### config.mk
export PLATFORM = sky130hd
export DESIGN_NAME = window_motion_detector_flat
export DESIGN_NICKNAME = d
export VERILOG_FILES = /design/src/rtl/core/wmd_pkg.sv /design/src/rtl/core/wmd_stream_if.sv /design/src/rtl/core/wmd_ram.sv /design/src/rtl/core/window_motion_detector.sv /design/src/flat_wrapper.sv
export SDC_FILE = /design/constraint.sdc
export NUM_CORES = 1
export LEC_CHECK = 0
export ABC_CLOCK_PERIOD_IN_PS = 43300
export BUFFER_PORTS_ARGS = -buffer_cell sky130_fd_sc_hd__buf_2
export CORE_ASPECT_RATIO = 0.7
export CORE_UTILIZATION = 60
export DETAILED_ROUTE_END_ITERATION = 10
export PLACE_DENSITY = 0.85
export SYNTH_ARGS = -nofsm -noshare
export SYNTH_HDL_FRONTEND = slang
export SYNTH_HIERARCHICAL = 1
export SYNTH_SLANG_ARGS = --single-unit
### constraint.sdc
create_clock -name i_clk -period 43.3 [get_ports i_clk]
set_input_delay 6.495 -clock i_clk [delete_from_list [all_inputs] [get_ports i_clk]]
set_output_delay 6.495 -clock i_clk [all_outputs]
set_load 0.02 [all_outputs]
### src/rtl/core/wmd_pkg.sv
// ----------------------------------------------------------------------------
// wmd_pkg
// Shared widths, reset values and status codes of the window motion detector.
// ----------------------------------------------------------------------------
package wmd_pkg;

    // Q15.8 sample and its parts
    localparam int SAMPLE_W = 24;
    localparam int FRAC_W   = 8;
    localparam int WHOLE_W  = SAMPLE_W - FRAC_W;

    // threshold register
    localparam int             THRESH_W     = 16;
    localparam logic [15:0]    THRESH_RESET = 16'd10;

    // default ring window length
    localparam int DEFAULT_WINDOW_LENGTH = 16;

    typedef logic signed [SAMPLE_W-1:0] t_sample;
    typedef logic signed [WHOLE_W-1:0]  t_whole;

    // detector status codes
    typedef enum logic [1:0] {
        ST_RESET   = 2'd0,
        ST_TRIGGER = 2'd1,
        ST_ADDUP   = 2'd2,
        ST_FINISH  = 2'd3
    } t_status;

endpackage

### src/rtl/core/wmd_stream_if.sv
// ----------------------------------------------------------------------------
// wmd_stream_if
// Valid/ready channels of the detector: sample requests in, results out.
// ----------------------------------------------------------------------------
interface wmd_in_if;
    import wmd_pkg::*;

    logic    valid;
    logic    ready;
    logic    operation;
    t_sample sample;

    modport source (output valid, output operation, output sample, input ready);
    modport sink   (input valid, input operation, input sample, output ready);
endinterface

interface wmd_out_if;
    import wmd_pkg::*;

    logic    valid;
    logic    ready;
    t_status status;
    t_sample average;

    modport source (output valid, output status, output average, input ready);
    modport sink   (input valid, input status, input average, output ready);
endinterface

### src/rtl/core/wmd_ram.sv
// ----------------------------------------------------------------------------
// wmd_ram
// Generic simple dual-port RAM: one write port, one registered read port.
// ----------------------------------------------------------------------------
module wmd_ram #(
    parameter int WIDTH = 8,
    parameter int DEPTH = 16
) (
    input  logic                     i_clk,
    input  logic                     i_we,
    input  logic [$clog2(DEPTH)-1:0] i_waddr,
    input  logic [WIDTH-1:0]         i_wdata,
    input  logic                     i_re,
    input  logic [$clog2(DEPTH)-1:0] i_raddr,
    output logic [WIDTH-1:0]         o_rdata
);

    logic [WIDTH-1:0] r_mem [DEPTH];
    logic [WIDTH-1:0] r_rdata;

    // write port
    always_ff @(posedge i_clk) begin
        if (i_we) begin
            r_mem[i_waddr] <= i_wdata;
        end
    end

    // registered read, holds while not enabled
    always_ff @(posedge i_clk) begin
        if (i_re) begin
            r_rdata <= r_mem[i_raddr];
        end
    end

    assign o_rdata = r_rdata;

endmodule

### src/rtl/core/window_motion_detector.sv
// ----------------------------------------------------------------------------
// window_motion_detector
// Still/moving judge over a ring window of Q15.8 samples and its mean.
// ----------------------------------------------------------------------------
//  channel   | dir | handshake             | payload
//  ----------+-----+-----------------------+-----------------------------
//  i_in      | in  | valid / ready         | operation, sample (Q15.8)
//  o_out     | out | valid / ready         | status, average (Q15.8)
//  i_cfg_*   | in  | i_cfg_valid / o_cfg_ready | trigger threshold
//
//  One request per cycle sustained while o_out is not held; the result of a
//  request passes stage 1, stage 2, stage 3 and the result register before it
//  is presented. The rate is set by the judge stage, which updates the window
//  sum while the window RAM read for the following request is issued from its decision.
//  Reset is synchronous; window entries are qualified by per-entry valid
//  bits, so there is no clearing pass. While a result waits on o_out the
//  whole pipeline holds and i_in.ready is low.
// ----------------------------------------------------------------------------
module window_motion_detector #(
    parameter int WINDOW_LENGTH = wmd_pkg::DEFAULT_WINDOW_LENGTH
) (
    input  logic                          i_clk,
    input  logic                          i_rst_n,
    wmd_in_if.sink                        i_in,
    wmd_out_if.source                     o_out,
    input  logic                          i_cfg_valid,
    output logic                          o_cfg_ready,
    input  logic [wmd_pkg::THRESH_W-1:0]  i_cfg_data
);
    import wmd_pkg::*;

    // ring index / remainder width and counter widths
    localparam int RW    = $clog2(WINDOW_LENGTH);
    localparam int EW    = SAMPLE_W + RW;
    localparam int FillW = $clog2(WINDOW_LENGTH + 2);
    localparam int MovW  = $clog2(4 * WINDOW_LENGTH + 2);
    localparam int CalmW = $clog2(WINDOW_LENGTH + 1);

    localparam logic [RW-1:0]    RingLast = RW'(WINDOW_LENGTH - 1);
    localparam logic [FillW-1:0] FillMax  = FillW'(WINDOW_LENGTH);
    localparam logic [MovW-1:0]  MovTwo   = MovW'(2 * WINDOW_LENGTH);
    localparam logic [MovW-1:0]  MovThree = MovW'(3 * WINDOW_LENGTH);
    localparam logic [MovW-1:0]  MovFour  = MovW'(4 * WINDOW_LENGTH);
    localparam logic [CalmW-1:0] CalmMax  = CalmW'(WINDOW_LENGTH);

    // exact reciprocal for floor(mag / W), mag < 2^SAMPLE_W
    localparam int RecipShift = SAMPLE_W + RW;
    localparam logic [SAMPLE_W:0] RecipMul = (SAMPLE_W + 1)'(
        ((64'd1 << RecipShift) + 64'(WINDOW_LENGTH) - 64'd1) / 64'(WINDOW_LENGTH));

    // ------------------------------------------------------------------
    // pipeline control
    // ------------------------------------------------------------------
    logic s_adv;
    logic r_out_valid;

    assign s_adv       = !r_out_valid || o_out.ready;
    assign i_in.ready  = s_adv;
    assign o_cfg_ready = 1'b1;

    // ------------------------------------------------------------------
    // stage 1: magnitude times reciprocal
    // ------------------------------------------------------------------
    logic                    r_s1_valid;
    logic                    r_s1_op;
    t_sample                 r_s1_sample;
    logic                    s1_neg;
    logic [SAMPLE_W-1:0]     s1_mag;
    logic [2*SAMPLE_W:0]     s1_prod;
    logic [SAMPLE_W-1:0]     s1_quot;

    assign s1_neg  = r_s1_sample[SAMPLE_W-1];
    assign s1_mag  = s1_neg ? SAMPLE_W'(-r_s1_sample) : SAMPLE_W'(r_s1_sample);
    assign s1_prod = (2 * SAMPLE_W + 1)'(s1_mag) * (2 * SAMPLE_W + 1)'(RecipMul);
    assign s1_quot = SAMPLE_W'(s1_prod >> RecipShift);

    // ------------------------------------------------------------------
    // stage 2: remainder, floor split and whole part of the sample
    // ------------------------------------------------------------------
    logic                    r_s2_valid;
    logic                    r_s2_op;
    logic                    r_s2_neg;
    t_sample                 r_s2_sample;
    logic [SAMPLE_W-1:0]     r_s2_mag;
    logic [SAMPLE_W-1:0]     r_s2_quot;
    logic [SAMPLE_W:0]       s2_back;
    logic [SAMPLE_W:0]       s2_rem_full;
    logic [RW-1:0]           s2_rem;
    t_sample                 s2_q;
    logic [RW-1:0]           s2_r;
    logic [SAMPLE_W-1:0]     s2_round;
    t_whole                  s2_whole;

    assign s2_back     = {1'b0, r_s2_quot} * (SAMPLE_W + 1)'(WINDOW_LENGTH);
    assign s2_rem_full = {1'b0, r_s2_mag} - s2_back;
    assign s2_rem      = s2_rem_full[RW-1:0];

    // negative samples: floor quotient and non-negative remainder
    always_comb begin
        if (!r_s2_neg) begin
            s2_q = t_sample'(r_s2_quot);
            s2_r = s2_rem;
        end else if (s2_rem == '0) begin
            s2_q = t_sample'(-r_s2_quot);
            s2_r = '0;
        end else begin
            s2_q = t_sample'(~r_s2_quot);
            s2_r = RW'((RW + 1)'(WINDOW_LENGTH) - {1'b0, s2_rem});
        end
    end

    // whole part, truncated toward zero
    assign s2_round = SAMPLE_W'(r_s2_sample) + {{WHOLE_W{1'b0}}, {FRAC_W{r_s2_neg}}};
    assign s2_whole = t_whole'(s2_round[SAMPLE_W-1:FRAC_W]);

    // ------------------------------------------------------------------
    // stage 3: judge and window read-modify-write
    // ------------------------------------------------------------------
    logic                    r_s3_valid;
    logic                    r_s3_op;
    t_sample                 r_s3_q;
    logic [RW-1:0]           r_s3_r;
    t_whole                  r_s3_whole;

    // detector state
    logic [THRESH_W-1:0]     r_thr;
    t_sample                 r_q;
    logic [RW-1:0]           r_r;
    t_whole                  r_mean_whole;
    logic [RW-1:0]           r_ring;
    t_status                 r_status;
    logic [FillW-1:0]        r_fill;
    logic [MovW-1:0]         r_moving;
    logic [CalmW-1:0]        r_calm;
    logic [WINDOW_LENGTH-1:0] r_ent_valid;
    logic [RW-1:0]           r_rd_addr;

    logic [RW-1:0]           n_ring;
    t_status                 n_status;
    logic [FillW-1:0]        n_fill;
    logic [MovW-1:0]         n_moving;
    logic [CalmW-1:0]        n_calm;
    t_sample                 n_q;
    logic [RW-1:0]           n_r;
    t_sample                 n_mean;
    t_whole                  n_mean_whole;

    logic                    c_fire;
    logic                    do_upd;
    logic                    do_clear;
    logic [RW-1:0]           ring_adv;

    assign c_fire   = r_s3_valid && s_adv;
    assign ring_adv = (r_ring == RingLast) ? '0 : r_ring + RW'(1);

    // old entry, zero when not written since reset or the last clear
    logic [EW-1:0]           ram_rdata;
    logic                    ent_valid;
    t_sample                 old_q;
    logic [RW-1:0]           old_r;

    assign ent_valid = r_ent_valid[r_rd_addr];
    assign old_q     = ent_valid ? t_sample'(ram_rdata[EW-1 -: SAMPLE_W]) : '0;
    assign old_r     = ent_valid ? ram_rdata[RW-1:0] : '0;

    // absolute whole-part difference against the current mean
    logic signed [WHOLE_W:0] diff_s;
    logic [WHOLE_W:0]        diff_abs;
    logic                    diff_gt;
    logic                    diff_lt;

    assign diff_s   = {r_s3_whole[WHOLE_W-1], r_s3_whole}
                    - {r_mean_whole[WHOLE_W-1], r_mean_whole};
    assign diff_abs = diff_s[WHOLE_W] ? (WHOLE_W + 1)'(-diff_s) : (WHOLE_W + 1)'(diff_s);
    assign diff_gt  = diff_abs > {1'b0, r_thr};
    assign diff_lt  = diff_abs < {1'b0, r_thr};

    // judge decisions
    always_comb begin
        n_ring   = r_ring;
        n_status = r_status;
        n_fill   = r_fill;
        n_moving = r_moving;
        n_calm   = r_calm;
        do_upd   = 1'b0;
        do_clear = 1'b0;
        if (r_s3_valid) begin
            if (!r_s3_op) begin
                // still to moving
                if (r_fill > FillMax) begin
                    if (diff_gt) begin
                        n_status = ST_TRIGGER;
                        n_ring   = '0;
                    end else begin
                        do_upd = 1'b1;
                    end
                end else begin
                    n_fill = r_fill + FillW'(1);
                    do_upd = 1'b1;
                end
            end else if (r_moving < MovTwo) begin
                // moving to still, settling period
                n_moving = r_moving + MovW'(1);
            end else begin
                do_clear = (r_moving == MovThree);
                do_upd   = (r_moving > MovThree);
                if (r_moving > MovFour) begin
                    if (diff_lt) begin
                        n_status = ST_ADDUP;
                        if (r_calm < CalmMax) begin
                            n_calm = r_calm + CalmW'(1);
                        end
                    end
                    if (diff_gt) begin
                        n_status = ST_TRIGGER;
                        n_calm   = '0;
                    end
                end
                if (n_status == ST_ADDUP && n_calm >= CalmMax) begin
                    n_status = ST_FINISH;
                    n_moving = '0;
                    n_calm   = '0;
                end else if (r_moving <= MovFour) begin
                    n_moving = r_moving + MovW'(1);
                end
            end
            if (do_upd) begin
                n_ring = ring_adv;
            end
        end
    end

    // window sum kept as floor quotient and remainder by the window length
    logic signed [RW+1:0]       upd_rsum;
    logic signed [1:0]          upd_carry;
    logic [RW-1:0]              upd_r;
    logic signed [SAMPLE_W+1:0] upd_qsum;
    t_sample                    upd_q;

    assign upd_rsum = $signed({2'b00, r_r}) + $signed({2'b00, r_s3_r})
                    - $signed({2'b00, old_r});

    always_comb begin
        if (upd_rsum < 0) begin
            upd_carry = -2'sd1;
            upd_r     = RW'(upd_rsum + (RW + 2)'(WINDOW_LENGTH));
        end else if (upd_rsum >= $signed((RW + 2)'(WINDOW_LENGTH))) begin
            upd_carry = 2'sd1;
            upd_r     = RW'(upd_rsum - (RW + 2)'(WINDOW_LENGTH));
        end else begin
            upd_carry = 2'sd0;
            upd_r     = RW'(upd_rsum);
        end
    end

    assign upd_qsum = {{2{r_q[SAMPLE_W-1]}}, r_q} + {{2{r_s3_q[SAMPLE_W-1]}}, r_s3_q}
                    - {{2{old_q[SAMPLE_W-1]}}, old_q}
                    + {{SAMPLE_W{upd_carry[1]}}, upd_carry};
    assign upd_q    = t_sample'(upd_qsum[SAMPLE_W-1:0]);

    // next sum split
    always_comb begin
        if (do_clear) begin
            n_q = '0;
            n_r = '0;
        end else if (do_upd) begin
            n_q = upd_q;
            n_r = upd_r;
        end else begin
            n_q = r_q;
            n_r = r_r;
        end
    end

    // mean truncated toward zero and its whole part
    logic                n_mean_neg;
    logic [SAMPLE_W-1:0] n_mean_round;

    assign n_mean       = n_q + t_sample'((n_q < 0) && (n_r != '0));
    assign n_mean_neg   = n_mean[SAMPLE_W-1];
    assign n_mean_round = SAMPLE_W'(n_mean) + {{WHOLE_W{1'b0}}, {FRAC_W{n_mean_neg}}};
    assign n_mean_whole = t_whole'(n_mean_round[SAMPLE_W-1:FRAC_W]);

    // window RAM: entries hold the floor split of each sample
    wmd_ram #(
        .WIDTH (EW),
        .DEPTH (WINDOW_LENGTH)
    ) u_window (
        .i_clk   (i_clk),
        .i_we    (c_fire && do_upd),
        .i_waddr (r_ring),
        .i_wdata ({r_s3_q, r_s3_r}),
        .i_re    (s_adv),
        .i_raddr (n_ring),
        .o_rdata (ram_rdata)
    );

    // ------------------------------------------------------------------
    // registers
    // ------------------------------------------------------------------
    // pipeline valids and output valid
    always_ff @(posedge i_clk) begin
        if (!i_rst_n) begin
            r_s1_valid  <= 1'b0;
            r_s2_valid  <= 1'b0;
            r_s3_valid  <= 1'b0;
            r_out_valid <= 1'b0;
        end else if (s_adv) begin
            r_s1_valid  <= i_in.valid;
            r_s2_valid  <= r_s1_valid;
            r_s3_valid  <= r_s2_valid;
            r_out_valid <= r_s3_valid;
        end
    end

    // pipeline payload
    always_ff @(posedge i_clk) begin
        if (s_adv) begin
            r_s1_op     <= i_in.operation;
            r_s1_sample <= i_in.sample;
            r_s2_op     <= r_s1_op;
            r_s2_neg    <= s1_neg;
            r_s2_sample <= r_s1_sample;
            r_s2_mag    <= s1_mag;
            r_s2_quot   <= s1_quot;
            r_s3_op     <= r_s2_op;
            r_s3_q      <= s2_q;
            r_s3_r      <= s2_r;
            r_s3_whole  <= s2_whole;
            r_rd_addr   <= n_ring;
        end
    end

    // result register
    always_ff @(posedge i_clk) begin
        if (c_fire) begin
            o_out.status  <= n_status;
            o_out.average <= n_mean;
        end
    end

    assign o_out.valid = r_out_valid;

    // threshold register
    always_ff @(posedge i_clk) begin
        if (!i_rst_n) begin
            r_thr <= THRESH_RESET;
        end else if (i_cfg_valid) begin
            r_thr <= i_cfg_data;
        end
    end

    // detector state
    always_ff @(posedge i_clk) begin
        if (!i_rst_n) begin
            r_q          <= '0;
            r_r          <= '0;
            r_mean_whole <= '0;
            r_ring       <= '0;
            r_status     <= ST_RESET;
            r_fill       <= '0;
            r_moving     <= '0;
            r_calm       <= '0;
            r_ent_valid  <= '0;
        end else if (c_fire) begin
            r_q          <= n_q;
            r_r          <= n_r;
            r_mean_whole <= n_mean_whole;
            r_ring       <= n_ring;
            r_status     <= n_status;
            r_fill       <= n_fill;
            r_moving     <= n_moving;
            r_calm       <= n_calm;
            if (do_clear) begin
                r_ent_valid <= '0;
            end else if (do_upd) begin
                r_ent_valid[r_ring] <= 1'b1;
            end
        end
    end

    // ------------------------------------------------------------------
    // assertions
    // ------------------------------------------------------------------
    // a window clear leaves no entry readable
    a_clear_empties: assert property (@(posedge i_clk) disable iff (!i_rst_n)
        c_fire && do_clear |=> r_ent_valid == '0)
        else $error("window entries still valid after clear");

    // a held pipeline leaves the detector state alone
    a_stall_holds: assert property (@(posedge i_clk) disable iff (!i_rst_n)
        !s_adv |=> $stable(r_q) && $stable(r_r) && $stable(r_ring) && $stable(r_status))
        else $error("detector state changed during stall");

    // a still-to-moving request that skips the update is a trigger
    a_trigger_ring: assert property (@(posedge i_clk) disable iff (!i_rst_n)
        c_fire && !r_s3_op && !do_upd |=> r_ring == '0 && r_status == ST_TRIGGER)
        else $error("trigger did not rewind ring index");

    // counters stay within their saturation limits
    a_counter_bounds: assert property (@(posedge i_clk) disable iff (!i_rst_n)
        r_fill <= FillMax + FillW'(1) && r_moving <= MovFour + MovW'(1)
        && r_calm <= CalmMax && r_ring <= RingLast)
        else $error("counter out of range");

endmodule

### src/flat_wrapper.sv
// flat-port wrapper written by rule: the top's interface ports become plain ports
module window_motion_detector_flat import wmd_pkg::*;
#(
    parameter int WINDOW_LENGTH = wmd_pkg::DEFAULT_WINDOW_LENGTH
)
  (i_clk, i_rst_n, i_cfg_valid, o_cfg_ready, i_cfg_data, i_in_valid, i_in_operation, i_in_sample, i_in_ready, o_out_valid, o_out_status, o_out_average, o_out_ready);
  wmd_in_if i_in_i ();
  wmd_out_if o_out_i ();
  input  logic i_clk;
  input  logic i_rst_n;
  input  logic i_cfg_valid;
  output logic o_cfg_ready;
  input  logic [wmd_pkg::THRESH_W-1:0] i_cfg_data;
  input wire logic [$bits(i_in_i.valid)-1:0] i_in_valid;
  input wire logic [$bits(i_in_i.operation)-1:0] i_in_operation;
  input wire logic [$bits(i_in_i.sample)-1:0] i_in_sample;
  output wire logic [$bits(i_in_i.ready)-1:0] i_in_ready;
  output wire logic [$bits(o_out_i.valid)-1:0] o_out_valid;
  output wire logic [$bits(o_out_i.status)-1:0] o_out_status;
  output wire logic [$bits(o_out_i.average)-1:0] o_out_average;
  input wire logic [$bits(o_out_i.ready)-1:0] o_out_ready;
  assign i_in_i.valid = i_in_valid;
  assign i_in_i.operation = i_in_operation;
  assign i_in_i.sample = i_in_sample;
  assign i_in_ready = i_in_i.ready;
  assign o_out_valid = o_out_i.valid;
  assign o_out_status = o_out_i.status;
  assign o_out_average = o_out_i.average;
  assign o_out_i.ready = o_out_ready;
  window_motion_detector #(.WINDOW_LENGTH(WINDOW_LENGTH)) u_core (.i_clk(i_clk), .i_rst_n(i_rst_n), .i_in(i_in_i), .o_out(o_out_i), .i_cfg_valid(i_cfg_valid), .o_cfg_ready(o_cfg_ready), .i_cfg_data(i_cfg_data));
endmodule
---- Word-level counts from Yosys, hierarchy flattened ----
Memory sizes are Yosys's and may differ from the RTL's. A register that Yosys moved wholly into a read port is not among the register bits.
Cells that the tools add are included.
Widths: inputs -> output; s select.
storage, ports and cells
  bits in writable memories ............... 448
  memories kept ........................... 1
  latch bits .............................. 0
  bits in registers ....................... 253
  logic and storage cells ................. 150
  output and inout bits ................... 29
  ROM bits ................................ 0
cells by class
  $mul .................................... 0
  div/mod/pow operators ................... 0
  magnitude comparators ................... 15
  shift operators ......................... 0
  eq/ne operators ......................... 3
  add/subtract/negate cells ............... 20
  bitwise logic cells ..................... 5
  mux-type cells .......................... 62
  reduce and logical (&&, ||, !) cells .... 15
memory list
  memory                 depth  bits a word  rd ports  clocked after memory_dff  wr ports  line           source
  u_core.u_window.r_mem  16     28           1         1                         1         wmd_ram.sv:18  logic [WIDTH-1:0] r_mem [DEPTH];
operator list
  kind                 count
  $mux 24              5
  $mux 4               13
  $add 24x24->24       2
  $add 24x8->24        2
  $mux 5               8
  $mux 16              2
  $mux 2               13
  $add 24x2->24        1
  $lt 24x1->1 const B  1
  $neg 20->24          1
  $neg 24->24          1
  $not 20->24          1
  $sub 24x24->24       1
  $mux 7               3
  $mux 20              1
  $gt 17x16->1         1
  $lt 17x16->1         1
  $mux 17              1
  $neg 17->17          1
  $sub 16x16->17       1
  $or 16x16->16        1
  $mux 1               14
  $reduce_and 4->1     3
  $add 5x1->5 const B  2
  31 further kinds     40

---- Depth between registers and ports, before layout ----
Gate-level depths: netlist of the first run.
  depth after elaboration ................. 16
  gate-level depth with buffers ........... 53

---- Cells and area by module ----
Netlist of the first run, hierarchy kept.
modules (own cells, without submodules)
  module                  seq. area each (µm²)  area an instance (µm²)  times used  cells each
  wmd_ram                 14293.7               17803.3                 1           735
  window_motion_detector  6506.2                16771.1                 1           1773

---- Worst setup path after synthesis of the first run ----
Ideal clock, no wire load.
  kind .................................... input -> output
  start ................................... input o_out_ready
  end ..................................... output i_in_ready
  data required time ...................... 36.805 ns
  cell stages on the path ................. 2
  path slack .............................. 25.824 ns
  arrival time ............................ 10.981 ns
  path through ............................ nand2b_1 -> clkbuf_1
between the ends
  cells in the longest elaborated chain, start to end .. 1
RTL lines
  element             line                          source
  start: declaration  flat_wrapper.sv:21            input wire logic [$bits(o_out_i.ready)-1:0] o_out_ready;
  $logic_or 1x1->1    window_motion_detector.sv:57  assign s_adv = !r_out_valid || o_out.ready;
  end: declaration    flat_wrapper.sv:17            output wire logic [$bits(i_in_i.ready)-1:0] i_in_ready;
No other way between the ends.

---- Worst setup path after layout of the first run ----
  start ................................... register u_core.r_rd_addr[0]
  end ..................................... register u_core.r_mean_whole[13]
between the ends
  cells in the longest elaborated chain, start to end .. 14
RTL lines
  element                         line                           source
  start: declaration              window_motion_detector.sv:136  logic [RW-1:0] r_rd_addr;
  start signal: assignment        window_motion_detector.sv:330  r_rd_addr <= n_ring;
  $bmux 1 s4 *                    window_motion_detector.sv:162  assign ent_valid = r_ent_valid[r_rd_addr];
  $mux 1 (not written as such) *  window_motion_detector.sv:162
  $mux 4                          window_motion_detector.sv:164  assign old_r = ent_valid ? ram_rdata[RW-1:0] : '0;
  $sub 5x4->6                     window_motion_detector.sv:241  - $signed({2'b00, old_r});
  $ge 6x6->1                      window_motion_detector.sv:247  end else if (upd_rsum >= $signed((RW + 2)'(WINDOW_LENGTH))) begin
  $mux 1                          window_motion_detector.sv:247
  $mux 2                          window_motion_detector.sv:244  if (upd_rsum < 0) begin
  $add 24x24->24                  window_motion_detector.sv:258  + {{SAMPLE_W{upd_carry[1]}}, upd_carry};
  $mux 24                         window_motion_detector.sv:266  end else if (do_upd) begin
  $mux 24                         window_motion_detector.sv:263  if (do_clear) begin
  $lt 24x1->1                     window_motion_detector.sv:279  assign n_mean = n_q + t_sample'((n_q < 0) && (n_r != '0));
  $logic_and 1x1->1               window_motion_detector.sv:279
  $add 24x2->24 *                 window_motion_detector.sv:279
  net u_core.n_mean[23]           window_motion_detector.sv:145  t_sample n_mean;
  $add 24x8->24 *                 window_motion_detector.sv:281  assign n_mean_round = SAMPLE_W'(n_mean) + {{WHOLE_W{1'b0}}, {FRAC_W{n_mean_neg}}};
  end signal: assignment          window_motion_detector.sv:368  r_mean_whole <= n_mean_whole;
  end: declaration                window_motion_detector.sv:129  t_whole r_mean_whole;
Mark *: on every way through the listed nets, which the timed path passes. The rest lies on a longest branch. The select of a mux whose other input is x is not followed.
A chain may end at the register's enable or synchronous reset.

==> results.cfg, run 1 <==
[grt]
gr-usage-all-layers = 0.290
grt_pass1_wl_um = 127000
antenna_found_initial = 3
globalRouteOverflowTotal = 0
grt_max_degree = 114
grt_pass1_vias = 21700

[clock_tree]
root_buffer = clkbuf_16
worstSkewPairLatency_ns = 0.62
clkSinkCount = 727
cts.path.max_buffers = 3
cts_hold_buffers = 0
cts.clk_slew.worst_paths_ns = 0.07
h-tree-depth = 3
post_cts_buffers = 0
cts_made_buffers = 67
cts_tree = done
cts.repair.resized = 0

[synthesis]
synth_area_leaders = edfxtp_1 (54%), mux4_2 (6.6%), dfxtp_1 (6.0%), ha_1 (3.2%), fa_1 (3.0%)
syn_inst = 2508
synth_fp_nets = 2694
synth-seq-cells = 727
synth-seq-area-share = 0.602
syn_area_per_cell_sq_um = 13.8
synth_flop_cell = edfxtp_1
synth.cells.most_frequent = edfxtp_1 (624), nor2_1 (211), inv_1 (200), nand2_1 (137), xnor2_1 (104)
synth_cell_type_count = 102
synth_warnings = 6
synth.most_common_cell = edfxtp_1
postSynth.asyncResetShare = 0
synth_edf_count = 624
netlist.area_leader.share = 0.542
synth_area_sq_um = 34600
yosysTopAreaCell = edfxtp_1

[place]
place_hpwl_um = 53400
place_congestion = 0.954
numPortBuffers = 73

[cells_and_area]
num-fill-cells = 3752
seq_area_sq_um = 20800
areaGrowthSynthToFinish_pct = 9.47
drive_above_1_share = 0.144
finalNetCount = 2764
multi_input_area_sq_um = 12600

[hold_path]
hold_depth = 0
hold_class = flop to flop
hp-start = u_core/r_s2_op$_DFFE_PN_

[power]
intPower_mw = 1.31
p_per_area_nw_per_um2 = 51.1
power.leakage_nw = 13.2
pwr-share-clk = 0.303
combPwrFrac = 0.268
total_power_mw = 1.93
peakVddDrop_v = 0.0000436
seq_power_share = 0.429
switching_share = 0.324
p_sw_mw = 0.626

[timing]
rsz0062_at_grt = false
setup_tns_ns = 0
final.min_clock_period_ns = 14.13
maxSlewHeadroom = 0.138
setup_viol = 0
finalHoldViolations = 0
fmax_ghz = 0.0707
worst_pin_slew_ns = 1.29
drv_slew = 0
skew_ns = 0.0243
post-route-period-util = 0.326

[detailed_routing]
routed_via_density = 6.56
drc_errors = 0
wl_per_cell_um = 24.9
drtIter0Drc = 3207
antenna_left = 0
drtPass1Iterations = 9
num_vias = 22200
wirelength_um = 84200

[setup_path]
cpMaxStageDelayCell = a311oi_1
regToRegSetupSlack_ns = 29.17
reg2reg_from = u_core/r_rd_addr[0]$_DFFE_PN_
worstPathArrival_ns = 14.58
startpoint_type = flop
startpoint = u_core/r_rd_addr[0]$_DFFE_PN_
critPathMaxFanout = 28
cp.required_ns = 43.74
max_stage_delay_ns = 0.65
crit_path_frequent_cell = a21oi_1
r2r_cells = 50
endpoint_kind = flop
crit_type = flop to flop

[floorplanning]
die_w_um = 289
io_pins = 75
initial_core_util = 0.609
fp.dieArea_sq_um = 58600
rows = 73
die_h_um = 203
core_sq_um = 56800

[run]
drv_cap = 0

[run_status]
status = finished clean
[per-stage QoR]
step	cells	hold slack, ns	cell area [sq um]	utilization	worst slack (ns)
2_1_floorplan	2508	0.400	34600	-	25.82
3_3_place_gp	3259	0.404	35700	0.628	29.59
3_5_place_dp	3259	0.422	35700	0.628	29.58
4_1_cts	3378	0.436	37800	0.666	29.48
5_1_grt	3378	0.436	37800	0.666	28.23
6_report	3379	0.431	37900	0.666	29.17
[area by class of cell]
cell class                      count  share of cell area
Clock buffer                       78              0.0457
Sequential cell                   727               0.550
Tap cell                          750              0.0248
Timing Repair Buffer               99              0.0151
Antenna cell                        1           0.0000661
Clock inverter                     41              0.0112
Multi-Input combinational cell   1481               0.334
Inverter                          202              0.0200
[critical path, delay by kind of cell (launching register included)]
| family | cells | cell delay, ns |
|---|---|---|
| AOI/OAI and AO/OA | 19 | 4.97 |
| and+or+nand+nor | 15 | 3.39 |
| adders and majority gates | 7 | 2.38 |
| buffers and inverters | 4 | 0.93 |
| xor gates and xnor gates | 3 | 0.90 |
| muxes | 2 | 0.84 |
| DFF | 1 | 0.50 |
[power by group through the flow]
stage          Combinational (mW)  Sequential [mW]  Clock [mW]
6_report                    0.518            0.829       0.586
5_1_grt                     0.560            0.831       0.618
4_1_cts                     0.500            0.828       0.593
3_5_place_dp                0.490            0.843           0
3_3_place_gp                0.469            0.839           0
2_1_floorplan               0.378            0.827           0
[sequential cells by signal, summed over array words and instances (netlist names), 16 cells and up]
signal	count
u_core/o_out.average	24
u_core/r_ent_valid	16
u_core/r_mean_whole	16
u_core/r_q	24
u_core/r_s1_sample	24
u_core/r_s2_quot	20
u_core/r_s2_sample	23
u_core/r_s3_q	24
u_core/r_s3_whole	16
u_core/r_thr	16
u_core/u_window/o_rdata	28
u_core/u_window/r_mem	448
[cell usage in the layout (no fill, tap or decap), drive strengths merged, types with 25 or more instances in the layout]
| master | Yosys | final |
|---|---|---|
| edfxtp | 624 | 624 |
| nor2 | 215 | 215 |
| inv | 200 | 207 |
| nand2 | 138 | 138 |
| mux4 | 116 | 116 |
| xnor2 | 105 | 105 |
| dfxtp | 103 | 103 |
| buf | 30 | 99 |
| a21oi | 90 | 90 |
| ha | 89 | 89 |
| clkbuf | 68 | 78 |
| a22oi | 75 | 75 |
| o21ai | 73 | 73 |
| fa | 51 | 51 |
| nor3 | 45 | 45 |
| nand3 | 42 | 42 |
| xor2 | 36 | 36 |
| mux2i | 32 | 32 |
| nand4 | 30 | 30 |
| clkinv | 2 | 29 |
| a31oi | 28 | 28 |
| a211oi | 25 | 25 |
[worst paths after layout]
check | to
worst min-delay path | u_core/r_s3_op$_DFFE_PN_
worst min register to register | u_core/r_s3_op$_DFFE_PN_
worst max-delay path | u_core/r_mean_whole[13]$_SDFFE_PN0P_
worst max register to register | u_core/r_mean_whole[13]$_SDFFE_PN0P_
[layer usage]
metal / up-vias / routed length (um) / GRT usage
met5: - / 13 / 0
met1: 11000 / 33500 / 0.416
li1: 9565 / - / -
met3: 184 / 10200 / 0.0718
met2: 1413 / 38400 / 0.445
met4: 2 / 2080 / 0.0789
[cells by family (layout without fill, tap and decap cells)]
logic type | Yosys count | count (layout) | share of synthesized area
AND/OR/NAND/NOR | 619 | 619 | 0.0883
AO/OA/AOI/OAI | 429 | 429 | 0.0859
multiplexers | 151 | 151 | 0.0883
XOR/XNOR | 141 | 141 | 0.0362
adder cells (fa/ha/maj) | 140 | 140 | 0.0617
flip-flops | 727 | 727 | 0.602
other | 1 | 2 | 0.000108
buffers and inverters | 300 | 420 | 0.0379
Power figures use the tool's default switching activity.
==> run 2, diff against run 1 <==
- ABC_CLOCK_PERIOD_IN_PS: 43300 -> 12200
- CORE_UTILIZATION: 60 -> 57
- PLACE_DENSITY: 0.85 -> 0.84
- clock period: 43.3 -> 12.2 ns (I/O delays scaled with it)
==> results.cfg, run 2 (synthesis results as in run 1) <==
[run_status]
status = finished clean

[power]
p_per_area_nw_per_um2 = 182
total_power_mw = 6.96
power.leakage_nw = 13.4
peakVddDrop_v = 0.000149

[timing]
final.min_clock_period_ns = 11.42
whs_ns = 0.422
rsz0062_at_grt = false
setup_viol = 0
post-route-period-util = 0.936
finalHoldViolations = 0
drv_slew = 0
skew_ns = 0.0359
maxSlewHeadroom = 0.199
fmax_ghz = 0.0875
worst_pin_slew_ns = 1.20

[setup_path]
cp.required_ns = 12.68
timing.rr.end = u_core/r_mean_whole[13]$_SDFFE_PN0P_
worstPathArrival_ns = 11.91
max_stage_delay_ns = 0.54
cpMaxStageDelayCell = mux4_2
r2r_cells = 51
reg2reg_from = u_core/r_rd_addr[0]$_DFFE_PN_
crit_type = flop to flop
critPathMaxFanout = 10
endpoint_kind = flop
startpoint_type = flop
regToRegSetupSlack_ns = 0.78

[clock_tree]
cts_made_buffers = 68
worstSkewPairLatency_ns = 0.63
cts.clk_slew.worst_paths_ns = 0.07
h-tree-depth = 3
cts_tree = done
root_buffer = clkbuf_16
cts.path.max_buffers = 3
clkSinkCount = 727

[grt]
grt_pass1_wl_um = 130000
grt_pass1_vias = 21800
grt_max_degree = 114
gr-usage-all-layers = 0.283
globalRouteOverflowTotal = 0
antenna_found_initial = 3

[floorplanning]
initial_core_util = 0.577
die_h_um = 208
core_sq_um = 60000
rows = 75
fp.dieArea_sq_um = 61700
die_w_um = 296
io_pins = 75

[detailed_routing]
num_vias = 22200
routed_via_density = 6.41
drtPass1Iterations = 6
drtIter0Drc = 3094
wl_per_cell_um = 24.9
drc_errors = 0
antenna_left = 0
wirelength_um = 86300

[cells_and_area]
final_common_cell = edfxtp_1
seq_area_sq_um = 20800
drive_above_1_share = 0.153
final_area_sq_um = 38200
areaGrowthSynthToFinish_pct = 10.4
final_cell_mix = edfxtp_1 (624), inv_1 (199), nor2_1 (198), nand2_1 (137)
multi_input_area_sq_um = 12700
largest_reg_flops = 448
finalNetCount = 2783
fin_cells = 3457
num-fill-cells = 4129
regMostFlops = u_core/u_window/r_mem
diodes = 0

[place]
post_dp_cell_area_sq_um = 35900
place_congestion = 0.964
numPortBuffers = 73
place_inst = 3334
place_hpwl_um = 54900

[hold_path]
hold_depth = 0
hold_class = flop to flop
min_to = u_core/r_s3_op$_DFFE_PN_
hp-start = u_core/r_s2_op$_DFFE_PN_

[run]
drv_cap = 0
[run 2: layout make-up]
type,instances,share of cell area
Sequential cell,727,0.545
Multi-Input combinational cell,1481,0.332
Clock buffer,85,0.0482
Tap cell,808,0.0265
Inverter,202,0.0199
Timing Repair Buffer,117,0.0192
Clock inverter,37,0.00970
[run 2: worst max path at each step]
| stage | end | startpoint | cells after the start |
|---|---|---|---|
| 3_5_place_dp | u_core/r_mean_whole[13]$_SDFFE_PN0P_ | u_core/r_rd_addr[0]$_DFFE_PN_ | 48 |
| 3_3_place_gp | u_core/r_mean_whole[13]$_SDFFE_PN0P_ | u_core/r_rd_addr[0]$_DFFE_PN_ | 48 |
| 2_1_floorplan | u_core/r_mean_whole[13]$_SDFFE_PN0P_ | u_core/r_rd_addr[0]$_DFFE_PN_ | 48 |
| 4_1_cts | u_core/r_mean_whole[13]$_SDFFE_PN0P_ | u_core/r_rd_addr[0]$_DFFE_PN_ | 48 |
| 5_1_grt | u_core/r_mean_whole[15]$_SDFFE_PN0P_ | u_core/r_rd_addr[0]$_DFFE_PN_ | 49 |
| 6_report | u_core/r_mean_whole[13]$_SDFFE_PN0P_ | u_core/r_rd_addr[0]$_DFFE_PN_ | 51 |
[run 2: critical path, delay by kind of cell (launching register included)]
| kind | cells | cell delay, ns |
|---|---|---|
| AO/OA/AOI/OAI | 20 | 3.95 |
| adder cells (fa/ha/maj) | 7 | 2.55 |
| AND/OR/NAND/NOR | 15 | 2.51 |
| multiplexers | 2 | 0.84 |
| XOR/XNOR | 3 | 0.62 |
| flip-flops | 1 | 0.47 |
| buffers and inverters | 4 | 0.34 |
[run 2: layer usage]
| metal | global-route usage | part of all wire |
|---|---|---|
| met1 | 0.416 | 0.41 |
| met2 | 0.424 | 0.45 |
| met3 | 0.0678 | 0.12 |
| met4 | 0.0809 | 0.025 |
| met5 | 0 | 0 |
[run 2: repair_timing]
action	4_1_cts	5_1_grt
cloned	0	0
resized for setup	2	10
pin swaps	0	1
setup buffers	0	1
setup endpoints to repair	7	16
hold buffers	0	0
[run 2: through the flow]
| stage | worst slack (ns) | TNS [ns] | util |
|---|---|---|---|
| 5_1_grt | 0.0656 | 0 | 0.637 |
| 3_3_place_gp | 0.432 | 0 | 0.598 |
| 6_report | 0.775 | 0 | 0.637 |
| 4_1_cts | 0.109 | 0 | 0.636 |
| 2_1_floorplan | 0.0860 | 0 | - |
| 3_5_place_dp | -0.104 | -0.239 | 0.598 |
[run 2: where the power goes]
part           internal (mW)  switching [mW]  total (mW)  leakage, nW
registers               2.82           0.121        2.94         6.73
clock network           1.17           0.952        2.13         1.08
logic                  0.694            1.19        1.89         5.59
total                   4.69            2.27        6.96         13.4
